===== config.mk =====
export PLATFORM = sky130hd
export DESIGN_NAME = rgba_to_visual_pixel_pack_unit_flat
export DESIGN_NICKNAME = d
export VERILOG_FILES = /design/src/design/rvpp_pkg.sv /design/src/design/rvpp_stream_if.sv /design/src/design/rvpp_cfg_regs.sv /design/src/design/rvpp_blend.sv /design/src/design/rvpp_place.sv /design/src/design/rgba_to_visual_pixel_pack_unit.sv /design/src/flat_wrapper.sv
export SDC_FILE = /design/constraint.sdc
export NUM_CORES = 1
export LEC_CHECK = 0
export CORE_MARGIN = 10
export CORE_UTILIZATION = 61
export CTS_CLUSTER_SIZE = 25
export DETAILED_ROUTE_END_ITERATION = 8
export DONT_BUFFER_PORTS = 1
export GPL_TIMING_DRIVEN = 0
export HOLD_SLACK_MARGIN = 0.03
export PLACE_DENSITY = 0.8
export RECOVER_POWER = 50
export SETUP_SLACK_MARGIN = 0.02
export SLEW_MARGIN = 20
export SYNTH_ARGS = -nofsm -noshare
export SYNTH_HDL_FRONTEND = slang
export SYNTH_HIERARCHICAL = 1
export SYNTH_SLANG_ARGS = --single-unit

===== constraint.sdc =====
create_clock -name clk_i -period 8.7 [get_ports clk_i]
set_input_delay 0.87 -clock clk_i [delete_from_list [all_inputs] [get_ports clk_i]]
set_output_delay 0.87 -clock clk_i [all_outputs]
set_load 0.05 [all_outputs]

===== src/design/rvpp_pkg.sv =====
// Package for the RGB(A) to display pixel packer: item types, configuration
// types, register indexes and the mask leading-one encoder.
// No dependencies; every other design file refers to it by scoped names.
`default_nettype none

package rvpp_pkg;

  // Number of color channels and their positions in channel vectors.
  localparam int unsigned NumChan = 3;
  localparam int unsigned ChRed   = 0;
  localparam int unsigned ChGreen = 1;
  localparam int unsigned ChBlue  = 2;

  // Source sample width, display word width and narrow display word width.
  localparam int unsigned SampleW = 8;
  localparam int unsigned WordW   = 32;
  localparam int unsigned NarrowW = 16;

  // Bit positions used by the channel placement, and the alpha and rounding constants of the blend.
  localparam logic [4:0] WideBase   = 5'd7;
  localparam logic [4:0] NarrowTop  = 5'd15;
  localparam logic [7:0] AlphaFull  = 8'hff;
  localparam logic [7:0] AlphaNone  = 8'h00;
  localparam logic [16:0] BlendRound = 17'd128;

  // Configuration register indexes, in register-list order.
  typedef enum logic [2:0] {
    REG_WIDE_MODE   = 3'd0,
    REG_ALPHA_USED  = 3'd1,
    REG_RED_MASK    = 3'd2,
    REG_GREEN_MASK  = 3'd3,
    REG_BLUE_MASK   = 3'd4,
    REG_BACK_RED    = 3'd5,
    REG_BACK_GREEN  = 3'd6,
    REG_BACK_BLUE   = 3'd7
  } cfg_reg_e;

  // Position of the most significant set bit of a mask.
  typedef struct packed {
    logic       present;  // mask is nonzero
    logic [4:0] idx;      // index of the top set bit when present
  } msb_t;

  // Input item and result item payloads.
  typedef struct packed {
    logic [7:0] in_red;
    logic [7:0] in_green;
    logic [7:0] in_blue;
    logic [7:0] in_alpha;
  } pix_in_t;

  typedef struct packed {
    logic [31:0] pixel_word;
    logic        shift_error;
  } pix_out_t;

  // Configuration state seen by the datapath. The top-bit positions are
  // kept next to the masks so the datapath never searches a mask.
  typedef struct packed {
    logic                             wide_mode;
    logic                             alpha_used;
    logic [NumChan-1:0][WordW-1:0]    mask;
    msb_t [NumChan-1:0]               msb;
    logic [NumChan-1:0][SampleW-1:0]  back;
  } cfg_t;

  // Leading-one encoder for a 32-bit mask.
  function automatic msb_t find_msb(logic [WordW-1:0] v);
    msb_t r;
    r.present = 1'b0;
    r.idx     = 5'd0;
    for (int i = 0; i < WordW; i++) begin
      if (v[i]) begin
        r.present = 1'b1;
        r.idx     = 5'(i);
      end
    end
    return r;
  endfunction

endpackage

`default_nettype wire


===== src/design/rvpp_stream_if.sv =====
// Valid/ready channel interfaces for pixel items entering and leaving the
// packer. Depends on rvpp_pkg for the payload types.
`default_nettype none

interface rvpp_in_if;
  logic              valid;
  logic              ready;
  rvpp_pkg::pix_in_t data;

  modport source (output valid, output data, input ready);
  modport sink   (input valid, input data, output ready);
endinterface

interface rvpp_out_if;
  logic               valid;
  logic               ready;
  rvpp_pkg::pix_out_t data;

  modport source (output valid, output data, input ready);
  modport sink   (input valid, input data, output ready);
endinterface

`default_nettype wire


===== src/design/rvpp_cfg_regs.sv =====
// Configuration register bank of the pixel packer. Mask writes also record
// the top set bit of the new mask. Depends on rvpp_pkg.
`default_nettype none

module rvpp_cfg_regs (
  input  wire logic                 clk_i,
  input  wire logic                 rst_ni,
  input  wire logic                 cfg_we_i,
  input  wire logic [2:0]           cfg_idx_i,
  input  wire logic [31:0]          cfg_wdata_i,
  output rvpp_pkg::cfg_t            cfg_o
);

  rvpp_pkg::cfg_t   cfg_q, cfg_d;
  rvpp_pkg::cfg_reg_e reg_sel;
  rvpp_pkg::msb_t   wdata_msb;

  assign reg_sel   = rvpp_pkg::cfg_reg_e'(cfg_idx_i);
  assign wdata_msb = rvpp_pkg::find_msb(cfg_wdata_i);

  // Register write decode.
  always_comb begin
    cfg_d = cfg_q;
    if (cfg_we_i) begin
      unique case (reg_sel)
        rvpp_pkg::REG_WIDE_MODE:  cfg_d.wide_mode  = cfg_wdata_i[0];
        rvpp_pkg::REG_ALPHA_USED: cfg_d.alpha_used = cfg_wdata_i[0];
        rvpp_pkg::REG_RED_MASK: begin
          cfg_d.mask[rvpp_pkg::ChRed] = cfg_wdata_i;
          cfg_d.msb[rvpp_pkg::ChRed]  = wdata_msb;
        end
        rvpp_pkg::REG_GREEN_MASK: begin
          cfg_d.mask[rvpp_pkg::ChGreen] = cfg_wdata_i;
          cfg_d.msb[rvpp_pkg::ChGreen]  = wdata_msb;
        end
        rvpp_pkg::REG_BLUE_MASK: begin
          cfg_d.mask[rvpp_pkg::ChBlue] = cfg_wdata_i;
          cfg_d.msb[rvpp_pkg::ChBlue]  = wdata_msb;
        end
        rvpp_pkg::REG_BACK_RED:   cfg_d.back[rvpp_pkg::ChRed]   = cfg_wdata_i[7:0];
        rvpp_pkg::REG_BACK_GREEN: cfg_d.back[rvpp_pkg::ChGreen] = cfg_wdata_i[7:0];
        rvpp_pkg::REG_BACK_BLUE:  cfg_d.back[rvpp_pkg::ChBlue]  = cfg_wdata_i[7:0];
        default: cfg_d = cfg_q;
      endcase
    end
  end

  // Reset gives 24-bit RGB masks, wide mode, no alpha, black background.
  always_ff @(posedge clk_i or negedge rst_ni) begin
    if (!rst_ni) begin
      cfg_q.wide_mode  <= 1'b1;
      cfg_q.alpha_used <= 1'b0;
      cfg_q.mask[rvpp_pkg::ChRed]   <= 32'h00ff_0000;
      cfg_q.mask[rvpp_pkg::ChGreen] <= 32'h0000_ff00;
      cfg_q.mask[rvpp_pkg::ChBlue]  <= 32'h0000_00ff;
      cfg_q.msb[rvpp_pkg::ChRed]    <= '{present: 1'b1, idx: 5'd23};
      cfg_q.msb[rvpp_pkg::ChGreen]  <= '{present: 1'b1, idx: 5'd15};
      cfg_q.msb[rvpp_pkg::ChBlue]   <= '{present: 1'b1, idx: 5'd7};
      cfg_q.back <= '0;
    end else begin
      cfg_q <= cfg_d;
    end
  end

  assign cfg_o = cfg_q;

endmodule

`default_nettype wire


===== src/design/rvpp_blend.sv =====
// Alpha compositing of one 8-bit sample over a background sample, with
// rounded division by 255. Depends on rvpp_pkg.
`default_nettype none

module rvpp_blend (
  input  wire logic       en_i,
  input  wire logic [7:0] fg_i,
  input  wire logic [7:0] bg_i,
  input  wire logic [7:0] alpha_i,
  output logic      [7:0] sample_o
);

  logic [15:0] fg_prod;
  logic [15:0] bg_prod;
  logic [16:0] t_sum;
  logic [15:0] t_fold;

  // t = fg*a + bg*(255-a) + 128 stays below 2^16.
  assign fg_prod = 16'(fg_i) * 16'(alpha_i);
  assign bg_prod = 16'(bg_i) * {8'h00, ~alpha_i};
  assign t_sum   = 17'(fg_prod) + 17'(bg_prod) + rvpp_pkg::BlendRound;
  // (t + (t >> 8)) >> 8 is the rounded quotient by 255.
  assign t_fold  = t_sum[15:0] + {8'h00, t_sum[15:8]};

  // Disabled or opaque alpha passes fg, transparent alpha passes bg.
  always_comb begin
    priority if (!en_i)                        sample_o = fg_i;
    else if (alpha_i == rvpp_pkg::AlphaFull)   sample_o = fg_i;
    else if (alpha_i == rvpp_pkg::AlphaNone)   sample_o = bg_i;
    else                                       sample_o = t_fold[15:8];
  end

endmodule

`default_nettype wire


===== src/design/rvpp_place.sv =====
// Places three composited samples into the display word using the mask
// top-bit positions, and flags masks that need a negative shift or, in
// wide mode, are zero. Depends on rvpp_pkg.
`default_nettype none

module rvpp_place (
  input  wire rvpp_pkg::cfg_t             cfg_i,
  input  wire logic [2:0][7:0]            sample_i,
  output rvpp_pkg::pix_out_t              result_o
);

  logic [2:0][31:0] wide_part;
  logic [2:0][15:0] narrow_part;
  logic [2:0]       wide_bad;
  logic [2:0]       narrow_bad;

  // Per-channel shifts, all channels independent.
  always_comb begin
    for (int k = 0; k < rvpp_pkg::NumChan; k++) begin
      logic [4:0]  lsh;
      logic [3:0]  rsh;
      logic [15:0] widened;
      lsh = cfg_i.msb[k].idx - rvpp_pkg::WideBase;
      rsh = rvpp_pkg::NarrowTop[3:0] - cfg_i.msb[k].idx[3:0];
      widened = {sample_i[k], 8'h00};

      // Wide mode: shift left by top bit minus 7; a zero mask is an error.
      wide_bad[k]  = !cfg_i.msb[k].present || (cfg_i.msb[k].idx < rvpp_pkg::WideBase);
      wide_part[k] = 32'(sample_i[k]) << lsh;

      // Narrow mode: shift right by 15 minus top bit; a zero mask adds nothing.
      narrow_bad[k] = cfg_i.msb[k].present && (cfg_i.msb[k].idx > rvpp_pkg::NarrowTop);
      if (cfg_i.msb[k].present) begin
        narrow_part[k] = (widened >> rsh) & cfg_i.mask[k][15:0];
      end else begin
        narrow_part[k] = 16'h0000;
      end
    end
  end

  // Merge channels and apply the error rule.
  always_comb begin
    logic        err;
    logic [31:0] word;
    if (cfg_i.wide_mode) begin
      err  = |wide_bad;
      word = wide_part[rvpp_pkg::ChRed] | wide_part[rvpp_pkg::ChGreen]
           | wide_part[rvpp_pkg::ChBlue];
    end else begin
      err  = |narrow_bad;
      word = {16'h0000, narrow_part[rvpp_pkg::ChRed] | narrow_part[rvpp_pkg::ChGreen]
                        | narrow_part[rvpp_pkg::ChBlue]};
    end
    result_o.shift_error = err;
    result_o.pixel_word  = err ? 32'h0000_0000 : word;
  end

endmodule

`default_nettype wire


===== src/design/rgba_to_visual_pixel_pack_unit.sv =====
// Top level of the RGB(A) to display pixel packer: config bank, input
// register, blend and placement logic, result register.
// Depends on rvpp_pkg, rvpp_stream_if, rvpp_cfg_regs, rvpp_blend, rvpp_place.
//
//   channel   direction  handshake     payload
//   pix_i     in         valid/ready   in_red, in_green, in_blue, in_alpha
//   pix_o     out        valid/ready   pixel_word, shift_error
//   cfg       in         cfg_we_i      cfg_idx_i, cfg_wdata_i (write only)
//
// One item per clock sustained while the output is not stalled; an accepted
// item passes through the input register, then the result register, from
// which its result is offered.
// Compositing and placement happen between those two registers.
// Reset clears both valid flags and loads the register defaults.
// A stalled result holds in the result register while the input register
// still takes one more item; input ready drops only when both are full.
`default_nettype none

module rgba_to_visual_pixel_pack_unit (
  input  wire logic        clk_i,
  input  wire logic        rst_ni,
  input  wire logic        cfg_we_i,
  input  wire logic [2:0]  cfg_idx_i,
  input  wire logic [31:0] cfg_wdata_i,
  rvpp_in_if.sink          pix_i,
  rvpp_out_if.source       pix_o
);

  rvpp_pkg::cfg_t     cfg;
  logic               in_valid_q;
  rvpp_pkg::pix_in_t  in_data_q;
  logic               out_valid_q;
  rvpp_pkg::pix_out_t out_data_q;
  logic               out_free;
  logic               in_free;
  logic [2:0][7:0]    fg;
  logic [2:0][7:0]    bg;
  logic [2:0][7:0]    blended;
  rvpp_pkg::pix_out_t result;

  rvpp_cfg_regs u_cfg (
    .clk_i       (clk_i),
    .rst_ni      (rst_ni),
    .cfg_we_i    (cfg_we_i),
    .cfg_idx_i   (cfg_idx_i),
    .cfg_wdata_i (cfg_wdata_i),
    .cfg_o       (cfg)
  );

  // Handshake: the result register frees when empty or taken; the input
  // register frees when empty or moving on.
  assign out_free    = !out_valid_q || pix_o.ready;
  assign in_free     = !in_valid_q || out_free;
  assign pix_i.ready = in_free;

  // Input register.
  always_ff @(posedge clk_i or negedge rst_ni) begin
    if (!rst_ni) begin
      in_valid_q <= 1'b0;
    end else if (in_free) begin
      in_valid_q <= pix_i.valid;
    end
  end

  always_ff @(posedge clk_i) begin
    if (in_free && pix_i.valid) begin
      in_data_q <= pix_i.data;
    end
  end

  // Compositing per channel.
  assign fg[rvpp_pkg::ChRed]   = in_data_q.in_red;
  assign fg[rvpp_pkg::ChGreen] = in_data_q.in_green;
  assign fg[rvpp_pkg::ChBlue]  = in_data_q.in_blue;
  assign bg = cfg.back;

  for (genvar k = 0; k < rvpp_pkg::NumChan; k++) begin : g_blend
    rvpp_blend u_blend (
      .en_i     (cfg.alpha_used),
      .fg_i     (fg[k]),
      .bg_i     (bg[k]),
      .alpha_i  (in_data_q.in_alpha),
      .sample_o (blended[k])
    );
  end

  rvpp_place u_place (
    .cfg_i    (cfg),
    .sample_i (blended),
    .result_o (result)
  );

  // Result register.
  always_ff @(posedge clk_i or negedge rst_ni) begin
    if (!rst_ni) begin
      out_valid_q <= 1'b0;
    end else if (out_free) begin
      out_valid_q <= in_valid_q;
    end
  end

  always_ff @(posedge clk_i) begin
    if (out_free && in_valid_q) begin
      out_data_q <= result;
    end
  end

  assign pix_o.valid = out_valid_q;
  assign pix_o.data  = out_data_q;

  // Input ready is low whenever both registers hold items and the output stalls.
  a_ready_full: assert property (@(posedge clk_i) disable iff (!rst_ni)
    (in_valid_q && out_valid_q && !pix_o.ready) |-> !pix_i.ready)
    else $error("input ready high with both stages full and output stalled");

  // An item in the input register reaches the result register when it frees.
  a_advance: assert property (@(posedge clk_i) disable iff (!rst_ni)
    (in_valid_q && out_free) |=> out_valid_q)
    else $error("item lost between input and result register");

  // A flagged result carries a zero pixel.
  a_err_zero: assert property (@(posedge clk_i) disable iff (!rst_ni)
    (out_valid_q && out_data_q.shift_error) |-> (out_data_q.pixel_word == 32'h0000_0000))
    else $error("shift error with nonzero pixel");

  // In 16-bit mode only the low half of the word can be set.
  a_narrow_hi: assert property (@(posedge clk_i) disable iff (!rst_ni)
    (out_valid_q && !cfg.wide_mode) |-> (out_data_q.pixel_word[31:16] == 16'h0000))
    else $error("16-bit mode result has upper bits set");

endmodule

`default_nettype wire

===== src/flat_wrapper.sv =====
// flat-port wrapper written by rule: the top's interface ports become plain ports
module rgba_to_visual_pixel_pack_unit_flat 
  (clk_i, rst_ni, cfg_we_i, cfg_idx_i, cfg_wdata_i, pix_i_valid, pix_i_data, pix_i_ready, pix_o_valid, pix_o_data, pix_o_ready);
  rvpp_in_if pix_i_i ();
  rvpp_out_if pix_o_i ();
  input  wire logic clk_i;
  input  wire logic rst_ni;
  input  wire logic cfg_we_i;
  input  wire logic [2:0] cfg_idx_i;
  input  wire logic [31:0] cfg_wdata_i;
  input wire logic [$bits(pix_i_i.valid)-1:0] pix_i_valid;
  input wire logic [$bits(pix_i_i.data)-1:0] pix_i_data;
  output wire logic [$bits(pix_i_i.ready)-1:0] pix_i_ready;
  output wire logic [$bits(pix_o_i.valid)-1:0] pix_o_valid;
  output wire logic [$bits(pix_o_i.data)-1:0] pix_o_data;
  input wire logic [$bits(pix_o_i.ready)-1:0] pix_o_ready;
  assign pix_i_i.valid = pix_i_valid;
  assign pix_i_i.data = pix_i_data;
  assign pix_i_ready = pix_i_i.ready;
  assign pix_o_valid = pix_o_i.valid;
  assign pix_o_data = pix_o_i.data;
  assign pix_o_i.ready = pix_o_ready;
  rgba_to_visual_pixel_pack_unit u_core (.clk_i(clk_i), .rst_ni(rst_ni), .cfg_we_i(cfg_we_i), .cfg_idx_i(cfg_idx_i), .cfg_wdata_i(cfg_wdata_i), .pix_i(pix_i_i), .pix_o(pix_o_i));
endmodule

==> flow_metrics.env <==
export IMPL_drv_cap=0
export IMPL_antenna_found_initial=8
export IMPL_hold_viol_final=0
export IMPL_cp_end_kind="register"
export IMPL_path_max_fanout=10
export IMPL_crit_top_cell="fa_1"
export IMPL_worstPathRequired_ps=8900
export IMPL_wl_per_cell_microns=25.8
export IMPL_startpoint_type="register"
export IMPL_clk_pin_slew_ps=80
export IMPL_arrival_ps=9430
export IMPL_cts_buffer_depth=2
export IMPL_fp_dieW_microns=228
export IMPL_fin_worst_skew_ps=13.4
export IMPL_worst_slack_ps=-532
export IMPL_gr_usage_all_layers=0.340
export IMPL_vias=24800
export IMPL_gp_congestion=0.987
export IMPL_grt_pass1_wl_microns=140000
export IMPL_row_count=76
export IMPL_port_buffers=0
export IMPL_drc=0
export IMPL_cts_tree="done"
export IMPL_die_y_microns=228
export IMPL_hold_class="primary input to async pin"
export IMPL_holdBufCountCts=0
export IMPL_dr_pass1_iters=7
export IMPL_syn_num_nets=3539
export IMPL_die_area_sq_um=51900
export IMPL_io_pins=107
export IMPL_core_area_sq_um=42900
export IMPL_synth_cells=2957
export IMPL_initialDrtViolationCount=3363
export IMPL_post_route_util=0.754
export IMPL_fin_crit_sh=1.06
export IMPL_worst_slew_pin_transition_ps=1240
export IMPL_cts_sinks=159
export IMPL_critPathSlowestCell="dfrtp_1"
export IMPL_wirelength_microns=97800
export IMPL_cts_root_buf="clkbuf_16"
export IMPL_antenna_left=0
export IMPL_fin_crit_ps=9230
export IMPL_relSlewSlack=0.171
export IMPL_grt_max_degree=95
export IMPL_slowest_delay_ps=650
export IMPL_fmax_ghz=0.108
export IMPL_status="complete, but fails checks"
export IMPL_initial_core_util=0.614
export IMPL_syn_area_sq_um=26300
export IMPL_layout_drive_gt1_share=0.263
export IMPL_numCtsBuffers=17
export IMPL_synth_area_per_cell_sq_um=8.91
export IMPL_final_nets=3759
export IMPL_ys_warn_count=6
export IMPL_slew_viol_final=0
export IMPL_cts_max_level=4
export IMPL_syn_to_final_growth_pct=22.8
export IMPL_grt_pass1_vias=25100
export IMPL_r2r_cells=31
export IMPL_fillers=2695
export IMPL_clock_latency_ps=460
export IMPL_vias_per_cell=6.55
export IMPL_critPathKind="register to register"
export IMPL_setup_viol=32
export IMPL_rsz0062_at_grt="true"
export IMPL_gr_total_overflow=0
export IMPL_post_dp_hpwl_microns=63800
export IMPL_failed_checks="negative setup slack"
-- critical path, delay by kind of cell, from the launching register on --
kind	cells	cell delay, ps
buffers and inverters	4	220
multiplexers	1	560
adder cells (fa/ha/maj)	8	3770
AND/OR/NAND/NOR	5	990
XOR/XNOR	1	160
flip-flops	1	650
AO/OA/AOI/OAI	12	2610
-- stage by stage --
step | cell area, sq um | instances | setup WS [ps] | TNS, ps | hold WS (ps)
detailed placement | 27300 | 3552 | -1970 | -50070 | 457
global placement | 27100 | 3542 | -2280 | -55770 | 452
global route | 32300 | 3780 | -758 | -17880 | 95.8
finish | 32400 | 3783 | -532 | -11990 | 102
CTS | 30800 | 3709 | -200 | -2170 | 92.5
floorplan | 26400 | 2957 | 21.2 | 0 | 437
-- layout by cell type (no fill, tap or decap), types with 17 or more instances in the layout --
master	count
inv_1	463
nand2b_1	89
a21oi_2	20
buf_2	26
buf_6	29
nand2_2	18
nor2b_1	132
xnor2_1	39
nand4_1	18
a21oi_1	54
mux2i_2	17
dfstp_2	31
buf_4	185
nor2_1	84
a31oi_1	19
nor3_1	19
and2_1	108
edfxtp_1	65
o21ai_2	19
clkbuf_16	32
clkbuf_1	50
dfrtp_1	59
ha_4	25
mux2_2	65
nand2_1	266
o21ai_0	53
mux2i_1	39
ha_1	193
inv_2	26
mux2i_4	17
a21o_1	22
fa_1	281
nand3_1	51
-- final timing paths --
check                                  startpoint                      to  slack, ps
max                        u_core/u_cfg/cfg_o[20]    u_core/pix_o.data[3]       -530
min                                        rst_ni      u_core/pix_o.valid        100
max in group asynchronous                  rst_ni  u_core/u_cfg/cfg_o[30]       8340
min in group clk_i         u_core/u_cfg/cfg_o[32]  u_core/u_cfg/cfg_o[32]        480
max reg2reg                u_core/u_cfg/cfg_o[20]    u_core/pix_o.data[3]       -530
min reg2reg                u_core/u_cfg/cfg_o[32]  u_core/u_cfg/cfg_o[32]        480
-- what timing repair did --
| action | 4_1_cts | 5_1_grt |
|---|---|---|
| endpoints found under the setup margin | 32 | 32 |
| cloned | 1 | 4 |
| pin swaps | 164 | 134 |
| buffers inserted | 135 | 69 |
| gates resized for setup | 377 | 229 |
-- final cells by class --
| type | count | area [sq um] | share of cell area |
|---|---|---|---|
| multi-input combinational | 2170 | 22000 | 0.679 |
| clock buffer | 20 | 500 | 0.0155 |
| timing repair buffer | 216 | 1950 | 0.0602 |
| tap | 585 | 732 | 0.0226 |
| antenna | 8 | 20.0 | 0.000619 |
| clock inverter | 12 | 105 | 0.00325 |
| sequential | 159 | 4350 | 0.134 |
| inverter | 489 | 1840 | 0.0567 |
| buffer | 124 | 893 | 0.0276 |
-- flip-flops by register name (all words and copies together), names as in the netlist --
signal,count
u_core/pix_o.valid,1
u_core/in_data_q,8
u_core/u_cfg/cfg_o,92
u_core/fg,24
u_core/in_valid_q,1
u_core/pix_o.data,33
-- layer usage --
layer	global-route usage	share of wire
met1	0.420	0.36
met2	0.547	0.46
met3	0.0791	0.11
met4	0.177	0.064
met5	0	0.00013
Power is not shown: default switching activity piles up to over one toggle a cycle in this logic, so the estimate is an artifact.
